### config.mk
export PLATFORM = sky130hd
export DESIGN_NAME = integer_scaled_window_blit
export DESIGN_NICKNAME = d
export VERILOG_FILES = /design/src/hw/rtl/isw_blit_pkg.sv /design/src/hw/rtl/integer_scaled_window_blit.sv
export SDC_FILE = /design/constraint.sdc
export NUM_CORES = 1
export LEC_CHECK = 0
export CORE_MARGIN = 3
export CORE_UTILIZATION = 48
export DETAILED_ROUTE_END_ITERATION = 8
export DONT_BUFFER_PORTS = 1
export GPL_ROUTABILITY_DRIVEN = 0
export REMOVE_ABC_BUFFERS = 1
export SETUP_SLACK_MARGIN = 0.3
export SLEW_MARGIN = 0
export SYNTH_ARGS = -nofsm -noshare
export SYNTH_HDL_FRONTEND = slang
export SYNTH_SLANG_ARGS = --single-unit
### constraint.sdc
create_clock -name clk -period 11.5 [get_ports clk]
set_input_delay 3.45 -clock clk [delete_from_list [all_inputs] [get_ports clk]]
set_output_delay 3.45 -clock clk [all_outputs]
set_load 0.005 [all_outputs]
### src/hw/rtl/isw_blit_pkg.sv
`timescale 1ns / 1ps
`default_nettype none
// ----------------------------------------------------------------------------
// isw_blit_pkg: shared types and constants of the scaled window blit
// Field widths, register indexes, the register file layout and reset values.
// ----------------------------------------------------------------------------
package isw_blit_pkg;

  localparam int PIXEL_W    = 8;
  localparam int OUT_ADDR_W = 20;
  localparam int POS_W      = 10;
  localparam int DEST_W     = 11;
  localparam int SCALE_W    = 4;
  localparam int CFG_IDX_W  = 3;
  localparam int CFG_DATA_W = 11;
  // window offset times scale, plus destination origin
  localparam int BASE_W     = 14;

  typedef enum logic [CFG_IDX_W-1:0] {
    CFG_SRC_WIDTH  = 3'd0,
    CFG_WIN_X      = 3'd1,
    CFG_WIN_Y      = 3'd2,
    CFG_WIN_WIDTH  = 3'd3,
    CFG_WIN_HEIGHT = 3'd4,
    CFG_DEST_X     = 3'd5,
    CFG_DEST_Y     = 3'd6,
    CFG_SCALE      = 3'd7
  } cfg_idx_t;

  typedef struct packed {
    logic [POS_W-1:0]   src_width;
    logic [POS_W-1:0]   win_x;
    logic [POS_W-1:0]   win_y;
    logic [POS_W-1:0]   win_width;
    logic [POS_W-1:0]   win_height;
    logic [DEST_W-1:0]  dest_x;
    logic [DEST_W-1:0]  dest_y;
    logic [SCALE_W-1:0] scale;
  } cfg_t;

  localparam cfg_t CFG_RESET = '{
    src_width:  10'd320,
    win_x:      10'd0,
    win_y:      10'd0,
    win_width:  10'd0,
    win_height: 10'd0,
    dest_x:     11'd0,
    dest_y:     11'd0,
    scale:      4'd1
  };

endpackage
`default_nettype wire

### src/hw/rtl/integer_scaled_window_blit.sv
`timescale 1ns / 1ps
`default_nettype none
// ----------------------------------------------------------------------------
// integer_scaled_window_blit: nearest-neighbor integer upscale of a window
// Takes source bytes in raster order and emits scale x scale frame-buffer
// writes for every byte that falls inside the configured source window.
// ----------------------------------------------------------------------------
//
//  channel | direction | handshake            | payload
//  --------+-----------+----------------------+------------------------------
//  in      | in        | in_valid / in_stall  | in_pixel
//  out     | out       | out_valid / out_stall| out_address, out_color,
//          |           |                      | out_last_of_run
//  cfg     | in        | cfg_we               | cfg_index, cfg_data
//
//  Rate: a pixel inside the window gives scale*scale writes, one write per
//  cycle while out_stall is low; one outside gives none. The write
//  generator sets the rate. Path: window stage, generator, output register.
//  Reset: synchronous, active low; a register write restarts the position.
//  Stalls: out_stall holds the output register; in_stall rises only while
//  the window stage holds a pixel that the generator cannot yet take.
//
module integer_scaled_window_blit #(
  parameter int LINE_PITCH = 640,
  parameter int MAX_SCALE  = 8,
  parameter int ADDR_BITS  = 20
) (
  input  wire                                      clk,
  input  wire                                      rst_n,
  // source pixel transactions
  input  wire                                      in_valid,
  output logic                                     in_stall,
  input  wire  [isw_blit_pkg::PIXEL_W-1:0]         in_pixel,
  // frame-buffer write transactions
  output logic                                     out_valid,
  input  wire                                      out_stall,
  output logic [isw_blit_pkg::OUT_ADDR_W-1:0]      out_address,
  output logic [isw_blit_pkg::PIXEL_W-1:0]         out_color,
  output logic                                     out_last_of_run,
  // register writes
  input  wire                                      cfg_we,
  input  wire  [isw_blit_pkg::CFG_IDX_W-1:0]       cfg_index,
  input  wire  [isw_blit_pkg::CFG_DATA_W-1:0]      cfg_data
);

  localparam int CNT_W = (MAX_SCALE > 1) ? $clog2(MAX_SCALE) : 1;
  localparam int POS_W = isw_blit_pkg::POS_W;
  localparam int SW    = isw_blit_pkg::SCALE_W;
  localparam int BW    = isw_blit_pkg::BASE_W;

  // register file and source position
  isw_blit_pkg::cfg_t cfg_r, cfg_nxt;
  logic [POS_W-1:0]   col_r, col_nxt;
  logic [POS_W-1:0]   row_r, row_nxt;

  // window stage: one pixel known to be inside the window
  logic                             s1_v_r, s1_v_nxt;
  logic [isw_blit_pkg::PIXEL_W-1:0] s1_pixel_r, s1_pixel_nxt;
  logic [BW-1:0]                    s1_line_r, s1_line_nxt;
  logic [BW-1:0]                    s1_col_r, s1_col_nxt;

  // write generator
  logic                             g_busy_r, g_busy_nxt;
  logic [ADDR_BITS-1:0]             g_row_r, g_row_nxt;
  logic [CNT_W-1:0]                 g_n_r, g_n_nxt;
  logic [CNT_W-1:0]                 g_m_r, g_m_nxt;
  logic [isw_blit_pkg::PIXEL_W-1:0] g_color_r, g_color_nxt;

  // output register
  logic                                 out_valid_r, out_valid_nxt;
  logic [isw_blit_pkg::OUT_ADDR_W-1:0]  out_address_r, out_address_nxt;
  logic [isw_blit_pkg::PIXEL_W-1:0]     out_color_r, out_color_nxt;
  logic                                 out_last_r, out_last_nxt;

  logic [SW-1:0]        eff_scale;
  logic [SW-1:0]        s_m1;
  logic                 in_accept;
  logic                 hit;
  logic [POS_W-1:0]     rel_i;
  logic [POS_W-1:0]     rel_j;
  logic [POS_W:0]       col_inc;
  logic [POS_W:0]       win_x_end;
  logic [POS_W:0]       win_y_end;
  logic                 o_free;
  logic                 emit;
  logic                 n_end;
  logic                 g_last;
  logic                 g_done;
  logic                 g_free;
  logic                 load_g;
  logic [ADDR_BITS-1:0] row0;

  // Clamp the replication factor: zero acts as one, saturate at MAX_SCALE.
  always_comb begin
    if (cfg_r.scale == '0) begin
      eff_scale = SW'(1);
    end else if (cfg_r.scale > SW'(MAX_SCALE)) begin
      eff_scale = SW'(MAX_SCALE);
    end else begin
      eff_scale = cfg_r.scale;
    end
  end
  assign s_m1 = eff_scale - SW'(1);

  // Window test on the current position; the end bounds carry one extra bit.
  assign win_x_end = {1'b0, cfg_r.win_x} + {1'b0, cfg_r.win_width};
  assign win_y_end = {1'b0, cfg_r.win_y} + {1'b0, cfg_r.win_height};
  assign hit = (col_r >= cfg_r.win_x) && ({1'b0, col_r} < win_x_end) &&
               (row_r >= cfg_r.win_y) && ({1'b0, row_r} < win_y_end);
  assign rel_i = col_r - cfg_r.win_x;
  assign rel_j = row_r - cfg_r.win_y;
  assign col_inc = {1'b0, col_r} + (POS_W+1)'(1);

  // Handshake chain: output register, generator, window stage, input.
  assign o_free    = !out_valid_r || !out_stall;
  assign emit      = g_busy_r && o_free;
  assign n_end     = ({{(SW-CNT_W){1'b0}}, g_n_r} == s_m1);
  assign g_last    = n_end && ({{(SW-CNT_W){1'b0}}, g_m_r} == s_m1);
  assign g_done    = emit && g_last;
  assign g_free    = !g_busy_r || g_done;
  assign load_g    = s1_v_r && g_free;
  assign in_stall  = s1_v_r && !g_free;
  assign in_accept = in_valid && !in_stall;

  // First address of the run, reduced modulo 2^ADDR_BITS by the width.
  assign row0 = ADDR_BITS'(s1_line_r) * ADDR_BITS'(LINE_PITCH) + ADDR_BITS'(s1_col_r);

  always_comb begin
    cfg_nxt = cfg_r;
    col_nxt = col_r;
    row_nxt = row_r;

    // Register writes restart the raster position; unknown indexes drop.
    if (cfg_we) begin
      col_nxt = '0;
      row_nxt = '0;
      case (isw_blit_pkg::cfg_idx_t'(cfg_index))
        isw_blit_pkg::CFG_SRC_WIDTH:  cfg_nxt.src_width  = cfg_data[POS_W-1:0];
        isw_blit_pkg::CFG_WIN_X:      cfg_nxt.win_x      = cfg_data[POS_W-1:0];
        isw_blit_pkg::CFG_WIN_Y:      cfg_nxt.win_y      = cfg_data[POS_W-1:0];
        isw_blit_pkg::CFG_WIN_WIDTH:  cfg_nxt.win_width  = cfg_data[POS_W-1:0];
        isw_blit_pkg::CFG_WIN_HEIGHT: cfg_nxt.win_height = cfg_data[POS_W-1:0];
        isw_blit_pkg::CFG_DEST_X:     cfg_nxt.dest_x     = cfg_data;
        isw_blit_pkg::CFG_DEST_Y:     cfg_nxt.dest_y     = cfg_data;
        isw_blit_pkg::CFG_SCALE:      cfg_nxt.scale      = cfg_data[SW-1:0];
        default: begin
          col_nxt = col_r;
          row_nxt = row_r;
        end
      endcase
    end else if (in_accept) begin
      // Advance the column; wrap at the source width or at 1024.
      if ((col_inc == {1'b0, cfg_r.src_width}) || (col_inc[POS_W-1:0] == '0)) begin
        col_nxt = '0;
        row_nxt = row_r + POS_W'(1);
      end else begin
        col_nxt = col_inc[POS_W-1:0];
      end
    end
  end

  always_comb begin
    s1_v_nxt     = s1_v_r;
    s1_pixel_nxt = s1_pixel_r;
    s1_line_nxt  = s1_line_r;
    s1_col_nxt   = s1_col_r;
    if (in_accept && hit) begin
      // Hold only pixels that produce writes; the rest are dropped here.
      s1_v_nxt     = 1'b1;
      s1_pixel_nxt = in_pixel;
      s1_line_nxt  = BW'(cfg_r.dest_y) + BW'(rel_j) * BW'(eff_scale);
      s1_col_nxt   = BW'(cfg_r.dest_x) + BW'(rel_i) * BW'(eff_scale);
    end else if (load_g) begin
      s1_v_nxt = 1'b0;
    end
  end

  always_comb begin
    g_busy_nxt  = g_busy_r;
    g_row_nxt   = g_row_r;
    g_n_nxt     = g_n_r;
    g_m_nxt     = g_m_r;
    g_color_nxt = g_color_r;
    if (load_g) begin
      g_busy_nxt  = 1'b1;
      g_row_nxt   = row0;
      g_n_nxt     = '0;
      g_m_nxt     = '0;
      g_color_nxt = s1_pixel_r;
    end else if (g_done) begin
      g_busy_nxt = 1'b0;
    end else if (emit) begin
      // Step across the run, then down one frame-buffer line.
      if (n_end) begin
        g_n_nxt   = '0;
        g_m_nxt   = g_m_r + CNT_W'(1);
        g_row_nxt = g_row_r + ADDR_BITS'(LINE_PITCH);
      end else begin
        g_n_nxt = g_n_r + CNT_W'(1);
      end
    end
  end

  always_comb begin
    out_valid_nxt   = out_valid_r;
    out_address_nxt = out_address_r;
    out_color_nxt   = out_color_r;
    out_last_nxt    = out_last_r;
    if (emit) begin
      out_valid_nxt   = 1'b1;
      out_address_nxt = isw_blit_pkg::OUT_ADDR_W'(g_row_r + ADDR_BITS'(g_n_r));
      out_color_nxt   = g_color_r;
      out_last_nxt    = g_last;
    end else if (!out_stall) begin
      out_valid_nxt = 1'b0;
    end
  end

  always_ff @(posedge clk) begin
    if (!rst_n) begin
      cfg_r       <= isw_blit_pkg::CFG_RESET;
      col_r       <= '0;
      row_r       <= '0;
      s1_v_r      <= 1'b0;
      g_busy_r    <= 1'b0;
      out_valid_r <= 1'b0;
    end else begin
      cfg_r       <= cfg_nxt;
      col_r       <= col_nxt;
      row_r       <= row_nxt;
      s1_v_r      <= s1_v_nxt;
      g_busy_r    <= g_busy_nxt;
      out_valid_r <= out_valid_nxt;
    end
  end

  // Payload registers carry no reset.
  always_ff @(posedge clk) begin
    s1_pixel_r    <= s1_pixel_nxt;
    s1_line_r     <= s1_line_nxt;
    s1_col_r      <= s1_col_nxt;
    g_row_r       <= g_row_nxt;
    g_n_r         <= g_n_nxt;
    g_m_r         <= g_m_nxt;
    g_color_r     <= g_color_nxt;
    out_address_r <= out_address_nxt;
    out_color_r   <= out_color_nxt;
    out_last_r    <= out_last_nxt;
  end

  assign out_valid       = out_valid_r;
  assign out_address     = out_address_r;
  assign out_color       = out_color_r;
  assign out_last_of_run = out_last_r;

  // The input side stalls only behind a held window-stage pixel.
  a_stall_needs_s1: assert property (@(posedge clk) disable iff (!rst_n)
    in_stall |-> s1_v_r)
    else $error("input stalled with empty window stage");

  // Run counters stay inside the replication square.
  a_counters_in_range: assert property (@(posedge clk) disable iff (!rst_n)
    g_busy_r |-> (({{(SW-CNT_W){1'b0}}, g_n_r} <= s_m1) &&
                  ({{(SW-CNT_W){1'b0}}, g_m_r} <= s_m1)))
    else $error("write generator counter beyond scale");

  // A new run starts only from a held window-stage pixel.
  a_run_from_s1: assert property (@(posedge clk) disable iff (!rst_n)
    $rose(g_busy_r) |-> $past(s1_v_r))
    else $error("write generator started without a pixel");

endmodule
`default_nettype wire

==> out/summary.json <==
{
  "final-hold-violation-count": 0,
  "synth_top_flop_cell": "sky130_fd_sc_hd__dfxtp_1",
  "power.ir.vdd_worst_uv": 99.19,
  "setup.worst_path.end_class": "output pin",
  "grt_start_max_net_pins": 50,
  "grt_first_pass_wirelength_mm": 49.06,
  "detailroute.via_count": 9963,
  "die_area_um2": 30540,
  "slew_viol_final": 0,
  "synth_async_sr_flop_share": 0,
  "yosys_warnings": 0,
  "die_y_um": 174.8,
  "fin_tns_setup_ps": 0,
  "grt-ovfl-total": 0,
  "critical-path-top-delay-family": "compound AO/OA/AOI/OAI gates",
  "layout_worst_path_cycle_share": 0.7007,
  "hpwl_after_detailed_placement_mm": 22.43,
  "maxClockFrequency_mhz": 124.1,
  "setup_viol_count_final": 0,
  "worst-path-buf-inv": 0,
  "root_buffer": "sky130_fd_sc_hd__clkbuf_16",
  "die_width_um": 174.8,
  "critical_path_class": "in2out",
  "post_route_cells_drive_above_1_share": 0.03962,
  "worst-slew-pin-transition_ps": 1246,
  "synth.ff_latch_count": 197,
  "holdBufCountCts": 0,
  "status": "complete, no violations",
  "cts.sinks": 197,
  "worst_hold_path_type": "reg2reg",
  "nFillCells": 2607,
  "maxSlewHeadroom": 0.1628,
  "reg2reg_slack_ps": 5940,
  "required_ps": 8050,
  "rows": 61,
  "ff_latch_area_um2": 4865,
  "placeableCoreArea_um2": 27930,
  "clock-skew-final_ps": 16.52,
  "synth_seq_area_share": 0.3559,
  "rsz_0062_raised_after_global_routing": "false",
  "multi_input_comb_area_um2": 8155,
  "syn-cell-area_um2": 13670,
  "wl_per_cell_um": 16.00,
  "critical_path.slowest_cell": "sky130_fd_sc_hd__o41ai_2",
  "cts.path.max_buffers": 2,
  "totalWireLength_mm": 29.87,
  "clock_tree_from_tritoncts": "yes",
  "detail-route-antenna-nets": 0,
  "biggest_cell_delay_along_the_critical_path_ps": 780,
  "syn_inst": 1497,
  "gr-usage-all-layers": 0.1987,
  "path_cells": "and2_1, o41ai_2, nor2_1",
  "cts.repair.resized": 0,
  "drt-pass1-iter-count": 6,
  "syn_area_per_cell_um2": 9.131,
  "ys_types": 72,
  "post_cts.repair.setup_buffers": 0,
  "worst_skew_pair.late_latency_ps": 450,
  "path_max_fanout": 11,
  "max-cap-violations": 0,
  "finalPower_mw": 1.728,
  "area_growth_syn_to_layout_pct": 6.700,
  "layout_common_cells": "sky130_fd_sc_hd__nand2_1, sky130_fd_sc_hd__a21oi_1, sky130_fd_sc_hd__nor2_1",
  "cellLeakagePower_nw": 6.009,
  "design.portCount": 58,
  "remaining_drc_errors": 0,
  "numCtsBuffers": 17,
  "route.detailed.vias_per_inst": 5.336,
  "arr_time_crit_path_ps": 4610,
  "grt_antenna_before_repair": 0,
  "finalWorstPathRequiredPeriod_ps": 8058,
  "drt_first_iter_violations": 557,
  "startpoint_type": "input port",
  "port_buffers": 0,
  "commonest_non_fill_non_tap_cell_in_the_layout": "sky130_fd_sc_hd__nand2_1",
  "antenna_cells": 0,
  "number_of_global_route_vias_before_repair": 9782,
  "synth-edff-count": 92,
  "initial_standard_cell_utilization_of_the_core": 0.4893,
  "worst_setup_hold_path_clk_slew_ps": 90,
  "final_net_count": 1695,
  "cts_max_level": 4,
  "p_per_area_nw_per_um2": 118.5
}
[power breakdown]
group	total, mW	internal (mW)	switching [mW]	leakage, nW
Sequential	0.798	0.773	0.0248	1.67
Combinational	0.309	0.126	0.183	4.04
Clock	0.621	0.301	0.320	0.298
Total	1.73	1.20	0.528	6.01
[flip-flops by register name (all words and copies together) (netlist names), 3 cells and up]
register / cells
col_r: 10
row_r: 10
out_color: 8
g_row_r: 20
s1_pixel_r: 8
g_n_r: 3
g_color_r: 8
out_address: 20
cfg_r: 76
s1_col_r: 14
s1_line_r: 13
g_m_r: 3
[synth_stat cells (4+ instances only)]
library cell               count  area, um^2
sky130_fd_sc_hd__or2_2         6       37.54
sky130_fd_sc_hd__a21oi_1     141       705.7
sky130_fd_sc_hd__nor3_1       23       115.1
sky130_fd_sc_hd__nor2_1      138       518.0
sky130_fd_sc_hd__clkbuf_1     26       97.59
sky130_fd_sc_hd__nand4_1      17       106.4
sky130_fd_sc_hd__dfxtp_1     105        2102
sky130_fd_sc_hd__xnor2_1      71       621.9
sky130_fd_sc_hd__a31oi_1       6       37.54
sky130_fd_sc_hd__o41ai_1       8       70.07
sky130_fd_sc_hd__edfxtp_1     92        2763
sky130_fd_sc_hd__mux2i_1       8       80.08
sky130_fd_sc_hd__inv_1       121       454.2
sky130_fd_sc_hd__o21ai_0      46       230.2
sky130_fd_sc_hd__xor2_1       50       437.9
sky130_fd_sc_hd__fa_1         58        1161
sky130_fd_sc_hd__nor4_1        7       43.79
sky130_fd_sc_hd__nor2b_1      17       106.4
sky130_fd_sc_hd__and3_1       15       93.84
sky130_fd_sc_hd__o211ai_1      9       67.56
sky130_fd_sc_hd__ha_1        134        1677
sky130_fd_sc_hd__buf_2         8       40.04
sky130_fd_sc_hd__nand2_1     217       814.5
sky130_fd_sc_hd__or4_1         4       30.03
sky130_fd_sc_hd__a21o_1       22       165.2
sky130_fd_sc_hd__or3_1         7       43.79
sky130_fd_sc_hd__nand3_1      26       130.1
sky130_fd_sc_hd__and2_1       15       93.84
sky130_fd_sc_hd__nand2b_1     16       100.1
sky130_fd_sc_hd__o21a_1       12       90.09
[final timing paths]
| check | start | endpoint | cells after the start |
|---|---|---|---|
| setup / recovery | out_stall | in_stall | 3 |
| hold / removal | s1_pixel_r[4]$_DFFE_PP_ | g_color_r[4]$_DFFE_PP_ | 0 |
| setup reg to reg | col_r[0]$_SDFFE_PP0P_ | s1_col_r[13]$_DFFE_PP_ | 21 |
| hold reg to reg | s1_pixel_r[4]$_DFFE_PP_ | g_color_r[4]$_DFFE_PP_ | 0 |
[final cells by class]
class	count	area share
inverter	122	0.03140
clock buffer	17	0.02917
timing repair buffer	3	0.001544
clock inverter	15	0.01278
tap	378	0.03243
multi-input combinational	1135	0.5592
sequential	197	0.3335
[cell families after synthesis]
| family | count (synthesis) | share of synthesized area |
|---|---|---|
| compound gates | 281 | 0.1238 |
| buf+inv | 165 | 0.04760 |
| fa+ha+maj | 192 | 0.2076 |
| simple gates | 528 | 0.1757 |
| mux | 10 | 0.007506 |
| flops | 197 | 0.3559 |
| xor+xnor | 124 | 0.08201 |
[routing by layer]
layer / global-route usage / part of all wire / wire [um]
met5: 0 / 0 / 0
met3: 0.02934 / 0.040 / 1208
met1: 0.2662 / 0.47 / 14010
met4: 0.05851 / 0.018 / 532
met2: 0.3353 / 0.47 / 14120
[stage by stage]
stage               utilization  cell area, um^2  instances  setup WS, ps  hold WS [ps]
floorplan                     -            13480       1454          3686         400.3
finish                   0.5221            14590       1867          3442         413.6
CTS                      0.5221            14590       1867          3465         414.7
global placement         0.5002            13970       1835          3513         400.3
detailed placement       0.5002            13970       1835          3473         404.5
global route             0.5221            14590       1867          3319         412.1
Note: power is estimated with default switching activity, not from simulation.
